`src/design/bftm_pkg.sv`:
```
// Package for the tape machine executor: constants, codes and shared types.
// No dependencies.
`timescale 1ns / 1ps
`default_nettype none
package bftm_pkg;
    localparam int PROG_DEPTH = 1024;
    localparam int TAPE_DEPTH = 32768;
    localparam int NEST_DEPTH = 64;
    localparam int MAX_RUN    = 16;
    localparam int BURST_MAX  = 16;
    localparam int RUN_LIMIT  = (MAX_RUN < BURST_MAX) ? MAX_RUN : BURST_MAX;

    localparam int PA_W  = $clog2(PROG_DEPTH);
    localparam int PC_W  = PA_W + 1;
    localparam int TP_W  = $clog2(TAPE_DEPTH);
    localparam int SA_W  = $clog2(NEST_DEPTH);
    localparam int SD_W  = SA_W + 1;

    typedef enum logic [1:0] {
        OPER_LOAD   = 2'd0,
        OPER_STEP   = 2'd1,
        OPER_SUPPLY = 2'd2,
        OPER_BAD    = 2'd3
    } oper_t;

    typedef enum logic [2:0] {
        OP_RIGHT = 3'd0, OP_LEFT = 3'd1, OP_INC = 3'd2, OP_DEC = 3'd3,
        OP_OUT = 3'd4, OP_IN = 3'd5, OP_OPEN = 3'd6, OP_CLOSE = 3'd7
    } op_kind_t;

    typedef enum logic [2:0] {
        ST_OK = 3'd0, ST_HALT = 3'd1, ST_WAIT = 3'd2, ST_BRACKET = 3'd3,
        ST_FULL = 3'd4, ST_REJECT = 3'd5
    } status_t;

    typedef enum logic [2:0] {
        S_CLEAR, S_IDLE, S_EXEC, S_EMIT, S_RESULT
    } state_t;

    // controller -> datapath
    typedef struct packed {
        logic clear_en;     // write zero to tape at clear address
        logic latch;        // capture input item, start reads
        logic exec;         // apply the item using read data
        logic emit_adv;     // one output repeat taken
    } cmd_t;

    // datapath -> controller
    typedef struct packed {
        logic clear_done;
        logic is_emit;      // item produces a burst
        logic emit_last;    // current burst entry is the final one
    } sts_t;
endpackage
`default_nettype wire

```
`src/design/bftm_ctrl.sv`:
```
// Controller state machine for the tape machine executor.
// Depends on bftm_pkg.
`timescale 1ns / 1ps
`default_nettype none
module bftm_ctrl (
    input  wire logic         clk,
    input  wire logic         rst_n,
    input  wire logic         in_fire,
    input  wire logic         out_fire,
    input  wire bftm_pkg::sts_t sts,
    output bftm_pkg::cmd_t    cmd,
    output logic              in_ready,
    output logic              out_busy
);
    bftm_pkg::state_t state_reg, state_next;

    always_ff @(posedge clk or negedge rst_n)
    begin
        if (!rst_n)
            state_reg <= bftm_pkg::S_CLEAR;
        else
            state_reg <= state_next;
    end

    always_comb
    begin
        state_next = state_reg;
        case (state_reg)
            bftm_pkg::S_CLEAR:  if (sts.clear_done) state_next = bftm_pkg::S_IDLE;
            bftm_pkg::S_IDLE:   if (in_fire) state_next = bftm_pkg::S_EXEC;
            bftm_pkg::S_EXEC:   state_next = sts.is_emit ? bftm_pkg::S_EMIT
                                                         : bftm_pkg::S_RESULT;
            bftm_pkg::S_EMIT:   if (out_fire && sts.emit_last) state_next = bftm_pkg::S_IDLE;
            bftm_pkg::S_RESULT: if (out_fire) state_next = bftm_pkg::S_IDLE;
            default:            state_next = bftm_pkg::S_IDLE;
        endcase
    end

    always_comb
    begin
        cmd      = '0;
        in_ready = 1'b0;
        out_busy = 1'b0;
        case (state_reg)
            bftm_pkg::S_CLEAR:  cmd.clear_en = 1'b1;
            bftm_pkg::S_IDLE:
            begin
                in_ready  = 1'b1;
                cmd.latch = in_fire;
            end
            bftm_pkg::S_EXEC:   cmd.exec = 1'b1;
            bftm_pkg::S_EMIT:
            begin
                out_busy     = 1'b1;
                cmd.emit_adv = out_fire;
            end
            bftm_pkg::S_RESULT: out_busy = 1'b1;
            default:            cmd = '0;
        endcase
    end
endmodule
`default_nettype wire

```
`config.mk`:
```
export PLATFORM = sky130hd
export DESIGN_NAME = bftm_ctrl
export DESIGN_NICKNAME = d
export VERILOG_FILES = /design/src/design/bftm_pkg.sv /design/src/design/bftm_ctrl.sv
export SDC_FILE = /design/constraint.sdc
export NUM_CORES = 1
export LEC_CHECK = 0
export BUFFER_PORTS_ARGS = -buffer_cell sky130_fd_sc_hd__clkbuf_2
export CORE_AREA = 4 4 41 43
export DETAILED_ROUTE_END_ITERATION = 8
export DIE_AREA = 0 0 45 47
export PLACE_DENSITY = 0.39
export SYNTH_ARGS = -nofsm -noshare
export SYNTH_HDL_FRONTEND = slang
export SYNTH_SLANG_ARGS = --single-unit
```
`constraint.sdc`:
```
create_clock -name clk -period 2 [get_ports clk]
set_clock_uncertainty 0.1 [all_clocks]
set_input_delay 0.2 -clock clk [delete_from_list [all_inputs] [get_ports clk]]
set_output_delay 0.2 -clock clk [all_outputs]
set_load 0.01 [all_outputs]
```
-- Yosys cells after proc, flatten, opt, wreduce, memory -nomap -nowiden
Index checks and enable logic that the tools add are counted.
- flip-flop bits (word level): 3
- word-level logic and storage cells: 25
- input port bits: 7
- reduce and logical (&&, ||, !) cells: 4
- mux-type cells: 12
- eq/ne operators: 8
- operator list (cell ; count):
    $mux W3 ; 5
    $pmux W3 S5 ; 1
    $ne A2 B2 Y1 const B ; 4
    $eq A3 B2 Y1 const B ; 2
    $mux W1 ; 6
    $reduce_and A4 Y1 ; 1
    $eq A3 B1 Y1 const B ; 1
    $eq A3 B3 Y1 const B ; 1
    $logic_not A3 Y1 ; 1
    $reduce_or A2 Y1 ; 1
    $logic_and A1 B1 Y1 ; 1

-- Depth between registers and ports, before layout
Gate-level depths: netlist of the first run.
- word-level depth: 3
- gate-level depth with buffers: 4

-- Least setup slack after synthesis of the first run
No wires, ideal clock.
- kind: register to output
- start point: register state_reg[2]
- end point: output out_busy
- required time: 1700 ps
- data arrival time: 910 ps
- stages on the path, launching flop included: 3
- path slack: 790 ps
- cell sequence: dfrtp_1 > or2b_1 > mux2i_1
- longest elaborated chain between the ends: 3
- ends and longest elaborated chain (what ; line ; RTL):
    start, declared ; bftm_ctrl.sv:15 ; bftm_pkg::state_t state_reg, state_next;
    start signal, assigned ; bftm_ctrl.sv:20 ; state_reg <= bftm_pkg::S_CLEAR;
    start signal, assigned ; bftm_ctrl.sv:22 ; state_reg <= state_next;
    $eq A3 B3 Y1 / $eq A3 B2 Y1 (equally long branches) ; bftm_ctrl.sv:44 ; case (state_reg)
    $reduce_or A2 Y1 (no line) * ; - ;
    $mux W1 * ; bftm_ctrl.sv:44 ;
    end, declared ; bftm_ctrl.sv:13 ; output logic out_busy
Every way passes the cells marked *; elsewhere a longest branch is shown, timed or not.

-- Worst setup path in the final report of the first run
Ends and elaborated chain as after synthesis.

==> reports/qor.csv, run 1 <==
metric,value,unit
via_per_inst,4.11,
netlist_area,204,um^2
start_util,15.7,%
wl_per_cell,10.2,um
peakVddDrop,0.000472,V
drive_above_1_share,50.0,%
grt_pass1_wl,855,um
final_cell_area,308,um^2
status,"finished, final reports clean",
fp.coreArea,1300,um^2
cp_slowest_cell,dfrtp_1,
ys_warn_count,0,
final_max_slew_viol_count,0,
max_stage_delay,0.43,ns
grt_pass1_vias,211,
worstHoldStart,out_fire,
regArea,75.1,um^2
powerDensity,1470,nW/um^2
synth_area_per_cell,9.27,um^2
die_w,45,um
cp.required,1.70,ns
drtPass1Iterations,2,
crit_fanout,6,
numCtsBuffers,3,
cts_root_buf,clkbuf_4,
setup_slack,0.427,ns
multi_input_area,114,um^2
yosys_register_bits,3,
hold_class,in2reg,
cp-start-kind,flip-flop,
synth_nets,29,
numClockSinks,3,
num_vias,218,
clkTransAtPathRegs,0.04,ns
area_growth,50.9,%
p_int,266,uW
swShare,41.0,%
tightestPinTransition,0.320,ns
period_needed,1.57,ns
clk_path_buf_depth,2,
p_switching,185,uW
slew_headroom,78.7,%
synth_top_area_cell,dfrtp_1,
synthDistinctLibCells,16,
final_core_util,23.7,%
routed_wl,543,um
grt_max_degree,11,
gp_congestion,0.673,
hold_violations,0,
setup.worst_path.end_class,output port,
cts.htree.levels,1,
antenna_cells,0,
seqPwrFrac,28.7,%
setup_viol,0,
preCtsSetupSlack,0.664,ns
path_class,reg2out,
largest_reg_flops,3,
max_freq,0.636,GHz
max_cap_viol_count,0,
die_y,47,um
holdWs,0.141,ns
dieArea,2120,um^2
rsz0062_at_grt,false,
num_rows,13,
clock_latency,0.23,ns
nFillCells,162,
layout_common_cells,"clkbuf_2, nor2_1, clkbuf_4, dfrtp_1",
ant_nets,0,
final.setup.tns,0,ns
fin_nets,46,
yosys-top-cells-area,"dfrtp_1, o32ai_2, buf_6, nor2_1, a41o_1",
cts_tree,yes,
postPlaceCellArea,272,um^2
final_common_cell,clkbuf_2,
period_share,78.7,%
r2r_start,state_reg[0]$_DFFE_PN0P_,
p_leak,0.156,nW
crit_chain,"or2b_1, mux2i_1, clkbuf_2",
grt_usage,6.40,%
pin_count,13,
synth.top_cell.area_share,36.8,%
drt_iter0_drc,4,
combPwrFrac,47.9,%
antenna_found_initial,0,
worstSetupStartpoint,state_reg[2]$_DFFE_PN0P_,
power.share.clock,23.3,%
seq_area_frac_synth,36.8,%
critical_path_arrival,1.27,ns
grt.overflow.total,0,
drc,0,
port_buffers,12,
synthCells,22,
-- worst max-delay path, delay by kind of cell, from the launching register on --
family                 cells  cell delay, ns
DFF                        1            0.43
buffers and inverters      1            0.15
muxes                      1            0.16
and+or+nand+nor            1            0.30
-- final cells by class --
type / count / area share [%]
multi-input cells: 17 / 37.0
flip-flops and latches: 3 / 24.4
repair buffers: 13 / 22.8
clock buffers: 4 / 8.54
well taps: 15 / 6.10
inverters: 1 / 1.22
-- metrics by stage --
step	std cells	total power [mW]
global route	53	0.493
CTS	53	0.461
global placement	48	0.345
detailed placement	48	0.348
finish	53	0.451
floorplan	22	0.282
-- cell families after synthesis --
logic type	count (synthesis)	synth area share, %
and+or+nand+nor	12	31.3
AOI/OAI and AO/OA	4	19.6
DFF	3	36.8
buffers and inverters	2	7.36
muxes	1	4.91
-- per-layer routing --
layer / wire, um / track usage [%] / up-vias
li1: - / - / 112
met1: 216 / 5.45 / 97
met2: 303 / 10.2 / 7
met5: 0 / 0 / -
met3: 13 / 2.30 / 2
met4: 10 / 8.77 / 0
-- power groups by stage --
stage	logic, mW	registers [mW]	clock network, mW
after floorplan	0.179	0.103	0
after global placement	0.216	0.129	0
after detailed placement	0.217	0.131	0
after CTS	0.221	0.130	0.111
after global routing	0.237	0.136	0.119
final	0.216	0.130	0.105
-- synthesized netlist by cell type --
library cell / n
o32ai_2: 1
nor3_1: 2
nand3_1: 1
mux2i_1: 1
dfrtp_1: 3
buf_6: 1
nand2_1: 2
and2_2: 1
a21oi_2: 1
nor2_1: 3
or2_4: 1
nand2b_1: 1
inv_1: 1
or2b_1: 1
a41o_1: 1
o21ai_0: 1
-- timing repair --
action	in CTS	in global routing
endpoints found under the hold margin	3	0
resized for setup	0	0
setup endpoints to repair	0	0
setup buffers	0	0
hold buffers	1	0
-- path summary, 6_finish.rpt --
path                                             to  cells past startpoint  slack (ns)
hold reg to reg            state_reg[1]$_DFFE_PN0P_                      1        0.55
setup / recovery                           out_busy                      3        0.43
hold / removal             state_reg[2]$_DFFE_PN0P_                      2        0.14
setup reg to reg           state_reg[1]$_DFFE_PN0P_                      2        0.77
min in group asynchronous  state_reg[1]$_DFFE_PN0P_                      2        0.20
max in group asynchronous  state_reg[0]$_DFFE_PN0P_                      2        1.49
Note: power is estimated with default switching activity, not from simulation.
==> run 2: changes to the inputs <==
ABC_AREA = 1   (was default)
PLACE_DENSITY = 0.41   (was 0.39)
clock period = 1.6 ns   (was 2 ns; I/O delays follow)
==> run 2 against run 1 <==
Effect of this change: first-iteration DRC count fell by 75%; power grew 38%; clock power increased by 28%; sequential cell count is the same; sequential share of layout area decreased by 2.1 points; combinational power grew 53%; synthesized area increased by 8.6%; wire length rose by 13%; critical path depth is 1 higher; highest routed layer unchanged.
==> reports/qor.csv, run 2 <==
metric,value,unit
status,"finished, final reports clean",
fin_nets,64,
num_vias,282,
cts_setup_buffers,0,
path_class,reg2out,
max_cap_viol_count,0,
rrSetupSlack,0.40,ns
ys.flop_type,dfrtp_1,
layout.cells.non_filler,71,
drtPass1Iterations,2,
synth_edf_count,0,
via_per_inst,3.97,
die_w,45,um
cp_common_cell,nor2_1,
grt_max_degree,8,
slew_headroom,86.0,%
cts_resized,0,
cts_tree,yes,
period_needed,1.41,ns
cp.required,1.34,ns
setup_slack,0.186,ns
final.setup.tns,0,ns
yosys-top-cells-count,"nand2_1, nor2_1, inv_1, dfrtp_1, nand3_1",
die_y,47,um
crit_chain,"nor2_1, nand2_1, nor2_1, clkbuf_2",
setup.worst_path.end_class,output port,
tightestPinTransition,0.211,ns
layout_common_cells,"nand2_1, clkbuf_2, nor2_1, inv_1",
clkTransAtPathRegs,0.04,ns
preCtsSetupSlack,0.412,ns
largest_reg_flops,3,
synth_nets,46,
hold_violations,0,
cts_hold_buf,1,
synthArstFlopShare,100,%
period_share,88.4,%
final_common_cell,nand2_1,
gp_congestion,0.708,
cp-start-kind,flip-flop,
fp.coreArea,1300,um^2
synth_area_per_cell,5.68,um^2
synth.top_cell.area_share,33.9,%
port_buffers,12,
yosys_register_bits,3,
seq_area_frac_synth,33.9,%
synth_most_common_cell,nand2_1,
antenna_cells,0,
grt_usage,7.91,%
drc,0,
drive_above_1_share,26.8,%
numCtsBuffers,3,
setup_viol,0,
dp_hpwl,485,um
critical_path_arrival,1.15,ns
r2r_end,state_reg[0]$_DFFE_PN0P_,
worstHoldStart,sts[1],
routed_wl,611,um
grt_pass1_wl,1080,um
rsz0062_at_grt,false,
dp.cells,66,
synthCells,39,
cts.htree.levels,1,
antenna_found_initial,0,
max_freq,0.707,GHz
yosys-top-cells-area,"dfrtp_1, nand2_1, nor2_1, inv_1, nand3_1",
cts_root_buf,clkbuf_4,
dieArea,2120,um^2
ys_warn_count,0,
critPathTopFamily,flip-flops,
power,624,uW
clock_latency,0.23,ns
cp_slowest_cell,dfrtp_1,
p_leak,0.216,nW
drt_iter0_drc,1,
grt.overflow.total,0,
powerDensity,1850,nW/um^2
grt_pass1_vias,272,
crit_fanout,6,
r2r_start,state_reg[0]$_DFFE_PN0P_,
min_to,state_reg[2]$_DFFE_PN0P_,
final_max_slew_viol_count,0,
critical_path_depth,4,
pin_count,13,
crit_buf_inv,1,
netlist_area,221,um^2
synthDistinctLibCells,8,
clk_path_buf_depth,2,
start_util,17.0,%
r2r_cells,6,
ant_nets,0,
num_rows,13,
hold_depth,2,
final_core_util,25.9,%
peakVddDrop,0.000583,V
area_growth,52.0,%
max_stage_delay,0.42,ns
wl_per_cell,8.61,um
numClockSinks,3,
synth_top_area_cell,dfrtp_1,
hold_class,in2reg,
run 2: cell count changes in the layout (fill, tap and decap cells not counted), moves of 2 or more:
cell     change
nand2_1     +12
nor2_1       +5
nand3_1      +2
inv_1        +6
run 2: layer usage:
metal  vias to the layer above  global-route usage, %  wire (um)
li1                        150                      -          -
met1                       115                   8.45        271
met2                        13                   9.60        239
met3                         4                   6.51         83
met4                         0                   7.02         17
met5                         -                      0          0
run 2: how the worst max path moves through the flow:
stage / startpoint / end / slack [ns]
after floorplan: state_reg[2]$_DFFE_PN0P_ / state_reg[0]$_DFFE_PN0P_ / 0.50
after global placement: state_reg[0]$_DFFE_PN0P_ / state_reg[0]$_DFFE_PN0P_ / 0.39
after detailed placement: state_reg[0]$_DFFE_PN0P_ / state_reg[0]$_DFFE_PN0P_ / 0.41
after CTS: state_reg[2]$_DFFE_PN0P_ / cmd[2] / 0.17
after global routing: state_reg[0]$_DFFE_PN0P_ / cmd[0] / 0.04
final: state_reg[2]$_DFFE_PN0P_ / cmd[2] / 0.19
run 2: worst register-to-register path: cells and delay by family (launching register included):
family        cells  cell delay (ns)
flops             1             0.44
simple gates      6             0.55
run 2: per-stage QoR:
| step | cell area, um^2 | hold slack (ns) |
|---|---|---|
| final | 337 | 0.0634 |
| after global routing | 337 | 0.0717 |
| after CTS | 337 | 0.0677 |
| after detailed placement | 300 | -0.140 |
| after global placement | 300 | -0.142 |
| after floorplan | 221 | -0.236 |
run 2: power by group:
| group | internal (mW) | switching [mW] | leakage [nW] |
|---|---|---|---|
| clock network | 0.0935 | 0.0406 | 0.0150 |
| registers | 0.110 | 0.0482 | 0.0378 |
| logic | 0.130 | 0.201 | 0.163 |
| total | 0.333 | 0.290 | 0.216 |
run 2: cell families after synthesis:
group	Yosys count	synth area share, %
simple gates	27	49.7
compound gates	2	4.52
buf+inv	7	11.9
flops	3	33.9
run 2: area by class of cell:
type                       count  area [um^2]
clock buffer                   4         26.3
fill                         159          965
inverter                       7         26.3
multi-input combinational     29          120
sequential                     3         75.1
tap                           15         18.8
timing repair buffer          13         70.1
